===== config.mk =====
export PLATFORM = sky130hd
export DESIGN_NAME = autoranging_force_percent_tracker
export DESIGN_NICKNAME = d
export VERILOG_FILES = /design/src/sv/aftrk_pkg.sv /design/src/sv/aftrk_ram.sv /design/src/sv/autoranging_force_percent_tracker.sv
export VERILOG_INCLUDE_DIRS = /design/src /design/src/sv
export SDC_FILE = /design/constraint.sdc
export NUM_CORES = 2
export LEC_CHECK = 0
export ABC_AREA = 1
export BUFFER_PORTS_ARGS = -buffer_cell sky130_fd_sc_hd__buf_2
export CORE_AREA = 2 2 383 575
export DETAILED_ROUTE_END_ITERATION = 8
export DIE_AREA = 0 0 385 577
export GPL_TIMING_DRIVEN = 0
export PLACE_DENSITY = 0.57
export SYNTH_ARGS = -nofsm -noshare
export SYNTH_HDL_FRONTEND = slang
export SYNTH_HIERARCHICAL = 1
export SYNTH_SLANG_ARGS = --single-unit

===== constraint.sdc =====
create_clock -name clk_i -period 8.9 [get_ports clk_i]
set_input_delay 0.89 -clock clk_i [delete_from_list [all_inputs] [get_ports clk_i]]
set_output_delay 0.89 -clock clk_i [all_outputs]
set_load 0.05 [all_outputs]

===== src/sv/autoranging_force_percent_tracker_assert.svh =====
// Assertion macros for the force percent tracker.
// Clocked on clk_i and disabled while rst_ni is low.
`ifndef AUTORANGING_FORCE_PERCENT_TRACKER_ASSERT_SVH
`define AUTORANGING_FORCE_PERCENT_TRACKER_ASSERT_SVH

// same-cycle implication
`define AFTRK_ASSERT_IMP(label, ante, cons, msg) \
  label: assert property (@(posedge clk_i) disable iff (!rst_ni) (ante) |-> (cons)) \
    else $error(msg);

// next-cycle implication
`define AFTRK_ASSERT_NXT(label, ante, cons, msg) \
  label: assert property (@(posedge clk_i) disable iff (!rst_ni) (ante) |=> (cons)) \
    else $error(msg);

`endif


===== src/sv/aftrk_pkg.sv =====
// Shared types and constants of the force percent tracker.
// No dependencies.
package aftrk_pkg;

  localparam int SampleW = 32;
  localparam int SpeedW  = 16;
  localparam int ChanW   = 4;
  localparam int PctW    = 8;
  localparam int QuoW    = 7;
  localparam int NumW    = 38;
  localparam int BitW    = 3;
  localparam int PctScale = 100;

  typedef enum logic [2:0] {
    ST_IDLE,
    ST_CALC,
    ST_MUL,
    ST_DIV,
    ST_PWR,
    ST_SCAN,
    ST_DONE
  } state_e;

endpackage


===== src/sv/aftrk_ram.sv =====
// Generic simple dual-port RAM, one write and one registered read port.
// No dependencies.
module aftrk_ram #(
  parameter int Width = 8,
  parameter int Depth = 16,
  localparam int AddrW = (Depth > 1) ? $clog2(Depth) : 1
) (
  input  logic             clk_i,
  input  logic             we_i,
  input  logic [AddrW-1:0] waddr_i,
  input  logic [Width-1:0] wdata_i,
  input  logic [AddrW-1:0] raddr_i,
  output logic [Width-1:0] rdata_o
);

  logic [Width-1:0] mem_q [Depth];
  logic [Width-1:0] rdata_q;

  always_ff @(posedge clk_i) begin
    if (we_i) begin
      mem_q[waddr_i] <= wdata_i;
    end
    rdata_q <= mem_q[raddr_i];
  end

  assign rdata_o = rdata_q;

endmodule


===== src/sv/autoranging_force_percent_tracker.sv =====
// Top level of the autoranging force percent tracker.
// Uses aftrk_pkg, aftrk_ram and the assertion macro header.
//
//  channel | handshake              | payload
//  in      | in_valid_i / in_ready_o  | req_type_i, channel_i, force_value_i, speed_i
//  out     | out_valid_o / out_ready_i| actual_peak_o, target_peak_o
//
// Changed force sample: runs the 7-step restoring divider, then the scan of the percent RAM,
// one entry per cycle.
// Speed update: runs the scan only.
// Unchanged sample: no result; out-of-range channel: no result.
// Reset clears per-entry valid bits at once; entries not yet written read as zero.
// A result held by a stalled output lets the next item run until its own result is due.
module autoranging_force_percent_tracker #(
  parameter int CHANNELS_PER_GROUP = 6
) (
  input  logic                                clk_i,
  input  logic                                rst_ni,
  input  logic                                in_valid_i,
  output logic                                in_ready_o,
  input  logic                                req_type_i,
  input  logic [aftrk_pkg::ChanW-1:0]         channel_i,
  input  logic signed [aftrk_pkg::SampleW-1:0] force_value_i,
  input  logic [aftrk_pkg::SpeedW-1:0]        speed_i,
  output logic                                out_valid_o,
  input  logic                                out_ready_i,
  output logic signed [aftrk_pkg::PctW-1:0]   actual_peak_o,
  output logic signed [aftrk_pkg::PctW-1:0]   target_peak_o
);

  `include "autoranging_force_percent_tracker_assert.svh"

  localparam int NumCh = 2 * CHANNELS_PER_GROUP;
  localparam int AddrW = $clog2(NumCh);
  localparam int CntW  = $clog2(NumCh + 1);
  localparam int SW    = aftrk_pkg::SampleW;
  localparam int PW    = aftrk_pkg::PctW;
  localparam int QW    = aftrk_pkg::QuoW;
  localparam int NW    = aftrk_pkg::NumW;
  localparam int MainW = 3 * SW;

  function automatic logic [QW-1:0] pct_mag(input logic signed [PW-1:0] v);
    logic [PW-1:0] n;
    n = v[PW-1] ? PW'(-v) : v;
    return n[QW-1:0];
  endfunction

  aftrk_pkg::state_e state_q, state_d;

  logic [AddrW-1:0]           ch_q;
  logic signed [SW-1:0]       smp_q;
  logic [aftrk_pkg::SpeedW-1:0] speed_q;
  logic [SW-1:0]              den_q, absp_q;
  logic                       neg_q;
  logic [NW-1:0]              rem_q;
  logic [QW-1:0]              quo_q;
  logic [aftrk_pkg::BitW-1:0] bit_q;
  logic [CntW-1:0]            cnt_q;
  logic signed [PW-1:0]       act_best_q, tgt_best_q;
  logic signed [PW-1:0]       act_q, tgt_q;
  logic                       out_valid_q;

  logic [NumCh-1:0] main_vld_q, pct_vld_q;
  logic             main_rv_q, pct_rv_q;

  logic             main_we;
  logic [AddrW-1:0] main_raddr;
  logic [MainW-1:0] main_wdata, main_rdata;
  logic             pct_we;
  logic [AddrW-1:0] pct_waddr, pct_raddr;
  logic [PW-1:0]    pct_wdata, pct_rdata;

  logic [SW-1:0]        chan_ext;
  logic                 chan_ok;
  logic signed [SW-1:0] old_min, old_max, old_last, new_min, new_max;
  logic                 changed;
  logic [SW:0]          min_neg, p_neg;
  logic [NW-1:0]        shifted;
  logic [PW-1:0]        quo_signed;
  logic [AddrW-1:0]     scan_idx;
  logic signed [PW-1:0] scan_v;
  logic                 scan_clr, out_load;

  aftrk_ram #(.Width(MainW), .Depth(NumCh)) u_main_ram (
    .clk_i   (clk_i),
    .we_i    (main_we),
    .waddr_i (ch_q),
    .wdata_i (main_wdata),
    .raddr_i (main_raddr),
    .rdata_o (main_rdata)
  );

  aftrk_ram #(.Width(PW), .Depth(NumCh)) u_pct_ram (
    .clk_i   (clk_i),
    .we_i    (pct_we),
    .waddr_i (pct_waddr),
    .wdata_i (pct_wdata),
    .raddr_i (pct_raddr),
    .rdata_o (pct_rdata)
  );

  assign chan_ext   = SW'(channel_i);
  assign chan_ok    = chan_ext < SW'(NumCh);
  assign main_raddr = chan_ext[AddrW-1:0];
  assign in_ready_o = (state_q == aftrk_pkg::ST_IDLE);

  // read-modify-write of extremes and last sample
  always_comb begin
    old_min  = main_rv_q ? main_rdata[SW-1:0]      : '0;
    old_max  = main_rv_q ? main_rdata[2*SW-1:SW]   : '0;
    old_last = main_rv_q ? main_rdata[3*SW-1:2*SW] : '0;
    new_min  = (smp_q < old_min) ? smp_q : old_min;
    new_max  = (smp_q > old_max) ? smp_q : old_max;
    changed  = (old_last != smp_q);
    if (changed && !smp_q[SW-1] && new_max == '0) begin
      new_max = SW'(1);
    end
    main_wdata = {changed ? smp_q : old_last, new_max, new_min};
    min_neg    = -{new_min[SW-1], new_min};
    p_neg      = -{smp_q[SW-1], smp_q};
  end

  assign shifted    = NW'(den_q) << bit_q;
  assign quo_signed = neg_q ? PW'(-{1'b0, quo_q}) : {1'b0, quo_q};
  assign scan_idx   = AddrW'(cnt_q - CntW'(1));
  assign pct_raddr  = cnt_q[AddrW-1:0];

  always_comb begin
    scan_v   = pct_rv_q ? pct_rdata : '0;
    scan_clr = 1'b0;
    if (speed_q == '0 && scan_v[PW-1]) begin
      scan_clr = 1'b1;
      scan_v   = '0;
    end
  end

  always_comb begin
    state_d   = state_q;
    main_we   = 1'b0;
    pct_we    = 1'b0;
    pct_waddr = ch_q;
    pct_wdata = quo_signed;
    out_load  = 1'b0;
    unique case (state_q)
      aftrk_pkg::ST_IDLE: begin
        if (in_valid_i) begin
          if (req_type_i) begin
            state_d = aftrk_pkg::ST_SCAN;
          end else if (chan_ok) begin
            state_d = aftrk_pkg::ST_CALC;
          end
        end
      end
      aftrk_pkg::ST_CALC: begin
        main_we = 1'b1;
        state_d = changed ? aftrk_pkg::ST_MUL : aftrk_pkg::ST_IDLE;
      end
      aftrk_pkg::ST_MUL: begin
        state_d = aftrk_pkg::ST_DIV;
      end
      aftrk_pkg::ST_DIV: begin
        if (bit_q == '0) begin
          state_d = aftrk_pkg::ST_PWR;
        end
      end
      aftrk_pkg::ST_PWR: begin
        pct_we  = 1'b1;
        state_d = aftrk_pkg::ST_SCAN;
      end
      aftrk_pkg::ST_SCAN: begin
        if (cnt_q != '0 && scan_clr) begin
          pct_we    = 1'b1;
          pct_waddr = scan_idx;
          pct_wdata = '0;
        end
        if (cnt_q == CntW'(NumCh)) begin
          state_d = aftrk_pkg::ST_DONE;
        end
      end
      aftrk_pkg::ST_DONE: begin
        if (!out_valid_q || out_ready_i) begin
          out_load = 1'b1;
          state_d  = aftrk_pkg::ST_IDLE;
        end
      end
      default: state_d = aftrk_pkg::ST_IDLE;
    endcase
  end

  always_ff @(posedge clk_i or negedge rst_ni) begin
    if (!rst_ni) begin
      state_q     <= aftrk_pkg::ST_IDLE;
      out_valid_q <= 1'b0;
      main_vld_q  <= '0;
      pct_vld_q   <= '0;
      main_rv_q   <= 1'b0;
      pct_rv_q    <= 1'b0;
      speed_q     <= '0;
      cnt_q       <= '0;
    end else begin
      state_q   <= state_d;
      main_rv_q <= main_vld_q[main_raddr];
      pct_rv_q  <= pct_vld_q[pct_raddr];
      if (main_we) begin
        main_vld_q[ch_q] <= 1'b1;
      end
      if (pct_we) begin
        pct_vld_q[pct_waddr] <= 1'b1;
      end
      if (out_load) begin
        out_valid_q <= 1'b1;
      end else if (out_ready_i) begin
        out_valid_q <= 1'b0;
      end
      if (in_valid_i && in_ready_o && req_type_i) begin
        speed_q <= speed_i;
      end
      if (state_q == aftrk_pkg::ST_SCAN) begin
        cnt_q <= cnt_q + CntW'(1);
      end else begin
        cnt_q <= '0;
      end
    end
  end

  always_ff @(posedge clk_i) begin
    if (in_valid_i && in_ready_o) begin
      ch_q  <= main_raddr;
      smp_q <= force_value_i;
    end
    if (state_q == aftrk_pkg::ST_IDLE || state_q == aftrk_pkg::ST_PWR) begin
      act_best_q <= '0;
      tgt_best_q <= '0;
    end
    unique case (state_q)
      aftrk_pkg::ST_CALC: begin
        neg_q  <= smp_q[SW-1];
        absp_q <= smp_q[SW-1] ? p_neg[SW-1:0] : smp_q;
        den_q  <= smp_q[SW-1] ? min_neg[SW-1:0] : new_max;
      end
      aftrk_pkg::ST_MUL: begin
        rem_q <= NW'(absp_q) * NW'(aftrk_pkg::PctScale);
        quo_q <= '0;
        bit_q <= aftrk_pkg::BitW'(QW - 1);
      end
      aftrk_pkg::ST_DIV: begin
        if (rem_q >= shifted) begin
          rem_q        <= rem_q - shifted;
          quo_q[bit_q] <= 1'b1;
        end
        bit_q <= bit_q - aftrk_pkg::BitW'(1);
      end
      aftrk_pkg::ST_SCAN: begin
        if (cnt_q != '0) begin
          if (scan_idx < AddrW'(CHANNELS_PER_GROUP)) begin
            if (pct_mag(scan_v) > pct_mag(act_best_q)) begin
              act_best_q <= scan_v;
            end
          end else if (pct_mag(scan_v) > pct_mag(tgt_best_q)) begin
            tgt_best_q <= scan_v;
          end
        end
      end
      aftrk_pkg::ST_DONE: begin
        if (out_load) begin
          act_q <= act_best_q;
          tgt_q <= tgt_best_q;
        end
      end
      default: ;
    endcase
  end

  assign out_valid_o   = out_valid_q;
  assign actual_peak_o = act_q;
  assign target_peak_o = tgt_q;

  `AFTRK_ASSERT_IMP(a_den_nonzero, state_q == aftrk_pkg::ST_MUL, den_q != '0,
                    "divisor is zero")
  `AFTRK_ASSERT_IMP(a_quo_range, state_q == aftrk_pkg::ST_PWR, quo_q <= QW'(100),
                    "percent out of range")
  `AFTRK_ASSERT_IMP(a_scan_clear, state_q == aftrk_pkg::ST_SCAN && pct_we,
                    pct_wdata == '0 && speed_q == '0, "scan wrote a nonzero percent")
  `AFTRK_ASSERT_NXT(a_load, state_q == aftrk_pkg::ST_DONE && !out_valid_q,
                    out_valid_q && state_q == aftrk_pkg::ST_IDLE, "result not loaded")

endmodule

# Yosys cells after proc, flatten, opt, wreduce, memory -nomap -nowiden
# Memory sizes are Yosys's and may differ from the RTL's. A register that Yosys moved wholly into a read port is not among the register bits.
# Cells that the tools add are included.
# totals
ff_bits	231
ramBits	1248
inputBits	57
out_inout_bits	18
wordCells	155
n_memories	2
# classes
addsub	10
n_mul	1
order_cmp	15
n_eq_ne	14
shift	1
muxes	65
bitwise_logic	3
reduce_logical	23
# mem_list
memory	depth	word_bits	read_ports	rd_clocked_by_memory_dff	wr	line_no	source
u_main_ram.mem_q	12	96	1	1	1	aftrk_ram.sv:16	logic [Width-1:0] mem_q [Depth];
u_pct_ram.mem_q	12	8	1	1	1	aftrk_ram.sv:16	
# ops
operator	n
$mux W32	8
$mux W8	15
$pmux W38 S2	1
$neg A32 Y32	2
$ge A38 B38 Y1	1
$mux W38	1
$shl A32 B3 Y38	1
$sub A38 B38 Y38	1
$mul A32 B5 Y36 const B	1
$gt A32 B32 Y1	1
$logic_not A32 Y1	1
$lt A32 B32 Y1	1
$ne A32 B32 Y1	1
$mux W31	1
$mux W7	4
$or A12 B12 Y12	2
$neg A7 Y7	3
$pmux W3 S7	1
$lt A4 B5 Y1 const B	4
$mux W3	6
$logic_not A16 Y1	1
$mux W1	16
$gt A7 B7 Y1	2
$pmux W7 S2	1
other kinds (31)	56

# Logic depth before layout (Yosys ltp)
# depth
depth_word	11
mapped_depth	30
mapped_depth_nobuf	26

# Modules after synthesis
# The synthesis kept the hierarchy.
# by_module_without_submodules
module	instances	cells_each	area_each_um2	seq_area_each_um2
aftrk_ram (u_main_ram)	1	4389	49860.3	36515.0
autoranging_force_percent_tracker	1	2931	21406.8	6526.3
aftrk_ram (u_pct_ram)	1	389	4297.9	3042.9

# Worst setup path after synthesis
# No wires, ideal clock.
# synth_path
path_kind	reg2reg
from	register state_q[0]
to	memory u_main_ram/mem_q[2][0] (netlist bit), enable pin
setup_ns	0.551
t_arrival_ns	8.099
t_required_ns	8.349
setup_slack_ns	0.250
stages_incl_launch_ff	7
n_path_buf	0
synth_period_minus_slack_ns	8.650
cell_sequence	dfrtp_1 -> inv_1 -> nor2_1 -> inv_1 -> nor2_1 -> nand3_1 -> nor2_1
# synth_between
elab_chain_len	4
# synth_lines
element	line_no	source
start: declaration	autoranging_force_percent_tracker.sv:48	aftrk_pkg::state_e state_q, state_d;
start signal: assignment	autoranging_force_percent_tracker.sv:192	state_q <= aftrk_pkg::ST_IDLE;
start signal: assignment	autoranging_force_percent_tracker.sv:201	state_q <= state_d;
$eq A3 B1 Y1	autoranging_force_percent_tracker.sv:144	unique case (state_q)
$mux W1	autoranging_force_percent_tracker.sv:144	
named net main_we	autoranging_force_percent_tracker.sv:66	logic main_we;
$mux W1	aftrk_ram.sv:20	if (we_i) begin
$mux W1 (not written as such)	aftrk_ram.sv:21	mem_q[waddr_i] <= wdata_i;
end: declaration	aftrk_ram.sv:16	
# The timed path passes the listed nets, and every way through them passes these cells.

# Final worst setup path
# layout_path
from	register main_rv_q
to	register den_q[10], data pin
# layout_between
elab_cells_between_ends	14
classes_between	add/sub (1); order compare (2); eq/ne (1); mux (7); reduce/logical (3)
# layout_rtl
element	line_no	source
start: declaration	autoranging_force_percent_tracker.sv:64	logic main_rv_q, pct_rv_q;
start signal: assignment	autoranging_force_percent_tracker.sv:202	main_rv_q <= main_vld_q[main_raddr];
$mux W32 *	autoranging_force_percent_tracker.sv:109	old_min = main_rv_q ? main_rdata[SW-1:0] : '0;
$lt A32 B32 Y1	autoranging_force_percent_tracker.sv:112	new_min = (smp_q < old_min) ? smp_q : old_min;
$mux W32 *	autoranging_force_percent_tracker.sv:112	
named net main_wdata[0]	autoranging_force_percent_tracker.sv:68	logic [MainW-1:0] main_wdata, main_rdata;
$neg A32 Y32 *	autoranging_force_percent_tracker.sv:119	min_neg = -{new_min[SW-1], new_min};
$mux W32 *	autoranging_force_percent_tracker.sv:239	den_q <= smp_q[SW-1] ? min_neg[SW-1:0] : new_max;
end signal: assignment	autoranging_force_percent_tracker.sv:239	
end: declaration	autoranging_force_percent_tracker.sv:53	logic [SW-1:0] den_q, absp_q;
# Mark *: on every way through the listed nets, which the timed path passes. The rest lies on a longest branch.
# A chain may end at the register's enable or synchronous reset.

==> run metrics <==
GR Layer Usage met3 0.0250; post_cts resized 0; row count 210; pre-CTS setup slack 2.60 ns; Critical path buffers and inverters 7; Post-Route WL 251000 um; clk_skew 0.0795 ns; detailed-route wire length per cell 22.9 um; DR vias 55.5k; DIE AREA 0.222 mm2; Top Ports 75; top_reg_cell synth edfxtp_1; Crit path required time 9.52 ns; grt ovf 0; starting density of the core 0.348; chip width 385 um; met2 usage 0.410; share of layout cells above drive strength 1 0.0766; fin worst setup slack 2.49 ns; Mapped Cells 7709; DPL Wire Length 188000 um; initial antenna violation count 6; crit-path cells buf_4, clkbuf_1, clkbuf_1, buf_1, nand2_1, ha_1, nand4_1, inv_1, nand2_1, nor2_1, nand2_4, nand3_2, nand2_4, o21ai_2, inv_1, ha_1, nand2_1, nor2_4, nand3_1, inv_1, nand2_1, nand3_1, o21ai_0; NumNets Final 8315; Critical Path Most Common Cell nand2_1; Antenna Violating Nets Remaining 0; final RePlAce weighted congestion 0.968; largest net degree at the start of global routing 51; Final Hold Fails 0; Worst EP arrival 7.03 ns; Post-CTS Hold Fix Bufs 0; number of synthesized register bits 1583; Ys Warns 6; crit-path leading delay family buffers and inverters; first-pass GRT wire length 361000 um; Top Usage Layer GRT met2; post-synthesis sequential area ratio 0.610; Total GRT Usage 0.222; Critical Path Max Stage Delay 0.88 ns; Async SR Flop Fraction 0.0316; Fillers 21.1k; area of the multi-input gates 0.0235 mm2; max-slew violations 0; Register Area 0.0461 mm2; vias in the first global route 54.4k; Root Driver clkbuf_16; Fmax 156 MHz; Port Buffers 74; total CTS buffers 164; vias per cell 5.05; run status finished clean; crit end category flip-flop; First-pass DRT Iterations 6; Pwr Density 294 mW/mm2; CP Launch Type flip-flop; clk buf depth 4; EDFF count, synth 1413; Post-CTS Setup Inserts 0; Die Y 577 um; grt met1 use 0.242; crit path max fanout 15; Reg clk slew, reported paths 0.07 ns; static leakage 0.0356 uW; Unique masters post-synth 64; syn_nets 8017; reg2reg setup slack 2.49 ns; CP max-delay cell o21ai_2; slew margin rel. 0.208; core area 0.217 mm2; VDD IR-drop max 163 uV; Skew-Pair Late Insertion Delay 0.85 ns; Layout area overhead 13.7%; crit path time final 6.41 ns; clock sink total 1583; DR iter-0 viols 4680; Syn Area/Cell 9.80 um2; Remaining DRCs 0; setup violators final 0; worst-margin pin slew 1.19 ns; unrepaired setup endpoints after global routing no; setup TNS 0 ns; final cycle utilization of the critical path 0.721; HP Class in2reg; Synth Cell Area 0.0756 mm2; Setup CP Type reg2reg; Max Cap Viol 0; H-tree Lvls 4; CTS tree done
cell families after synthesis:
group / count (synthesis) / synth area share
AOI/OAI and AO/OA: 864 / 0.0607
and+or+nand+nor: 3422 / 0.190
adders and majority gates: 251 / 0.0443
muxes: 20 / 0.00291
xor gates and xnor gates: 101 / 0.0117
DFF: 1583 / 0.610
buffers and inverters: 1468 / 0.0806
power breakdown:
| group | switching (uW) | total [uW] | internal (uW) | leakage, uW |
|---|---|---|---|---|
| Clock | 2920 | 6710 | 3790 | 0.00251 |
| Sequential | 362 | 9890 | 9530 | 0.0144 |
| Combinational | 6170 | 8630 | 2460 | 0.0187 |
| Total | 9450 | 25200 | 15800 | 0.0356 |
placed cells by master, fill, tap and decap left out, types with 28 or more instances in the layout:
master / n
dfxtp_1: 120
buf_12: 43
buf_2: 138
clkbuf_1: 214
fa_1: 28
nor2_1: 412
ha_1: 223
edfxtp_1: 1413
nand2_2: 29
buf_4: 31
nand3_1: 792
buf_1: 39
clkbuf_16: 165
nand4_1: 51
dfrtp_1: 50
a21oi_1: 219
nand2_1: 2049
o21ai_0: 467
inv_1: 1091
buf_6: 50
xor2_1: 76
o21ai_1: 70
final timing paths:
check / start / end / cells after the start
max: main_rv_q$_DFF_PN0_ / den_q[10]$_DFFE_PP_ / 23
min: force_value_i[23] / smp_q[23]$_DFFE_PP_ / 1
max reg2reg: main_rv_q$_DFF_PN0_ / den_q[10]$_DFFE_PP_ / 23
min reg2reg: main_vld_q[4]$_DFFE_PN0P_ / main_vld_q[4]$_DFFE_PN0P_ / 2
max in group asynchronous: rst_ni / main_vld_q[7]$_DFFE_PN0P_ / 1
min in group asynchronous: rst_ni / speed_q[3]$_DFFE_PN0P_ / 1
synthesized netlist by cell type, drive strengths merged, types with 8 or more instances:
cell type | count | share of area
mux2 | 16 | 0.0024
buf | 182 | 0.017
a31oi | 24 | 0.0020
nor4 | 14 | 0.0012
xor2 | 76 | 0.0088
nor3 | 16 | 0.0011
nand2 | 2086 | 0.11
a21oi | 220 | 0.015
dfxtp | 120 | 0.032
dfrtp | 50 | 0.017
o21bai | 13 | 0.0013
a21o | 8 | 0.00079
xnor2 | 25 | 0.0029
inv | 1100 | 0.055
o31ai | 8 | 0.00079
edfxtp | 1413 | 0.56
ha | 223 | 0.037
nor2 | 443 | 0.023
o21ai | 539 | 0.036
nand4 | 52 | 0.0044
nand3 | 801 | 0.054
fa | 28 | 0.0074
clkbuf | 181 | 0.0090
o21a | 8 | 0.00079
through the flow:
stage | total power, uW | cells | util | cell area, um2 | hold WS (ns)
after global routing | 26600 | 11000 | 0.395 | 85900 | 0.193
after global placement | 18500 | 10600 | 0.366 | 79500 | 0.436
after detailed placement | 18600 | 10700 | 0.372 | 80800 | 0.442
after CTS | 25400 | 11000 | 0.395 | 85900 | 0.171
after floorplan | 15500 | 7709 | - | 75600 | 0.421
final | 25200 | 11000 | 0.396 | 85900 | 0.212
per-layer routing:
metal,routed length [um],share of wire
met4,17500,0.070
met2,131000,0.52
met3,12200,0.049
met5,7,0.000028
met1,90900,0.36
final cells by class:
class | instances | share of cell area
well taps | 2862 | 0.0417
inverters | 1105 | 0.0483
clock inverters | 74 | 0.00815
clock buffers | 210 | 0.0511
diodes | 2 | 0.0000582
repair buffers | 132 | 0.0181
multi-input cells | 4658 | 0.274
flip-flops and latches | 1583 | 0.536
plain buffers | 363 | 0.0226
sequential cells by signal, summed over array words and instances, names as in the netlist, 3 cells and up:
register            cells
u_main_ram/mem_q     1152
u_main_ram/rdata_o     96
u_pct_ram/mem_q        96
rem_q                  38
absp_q                 32
den_q                  32
smp_q                  32
speed_q                16
main_vld_q             12
pct_vld_q              12
act_best_q              8
actual_peak_o           8
target_peak_o           8
tgt_best_q              8
u_pct_ram/rdata_o       8
quo_q                   7
ch_q                    4
cnt_q                   4
bit_q                   3
state_q                 3
worst register-to-register path: stages, from the launching register on:
cell and delay (ns):
dfrtp_1 0.51, buf_4 0.26, clkbuf_1 0.37, clkbuf_1 0.43
buf_1 0.75, nand2_1 0.27, ha_1 0.55, nand4_1 0.13
inv_1 0.09, nand2_1 0.09, nor2_1 0.21, nand2_4 0.11
nand3_2 0.16, nand2_4 0.10, o21ai_2 0.88, inv_1 0.12
ha_1 0.26, nand2_1 0.14, nor2_4 0.07, nand3_1 0.21
inv_1 0.10, nand2_1 0.06, nand3_1 0.15, o21ai_0 0.21
Power figures use the tool's default switching activity.
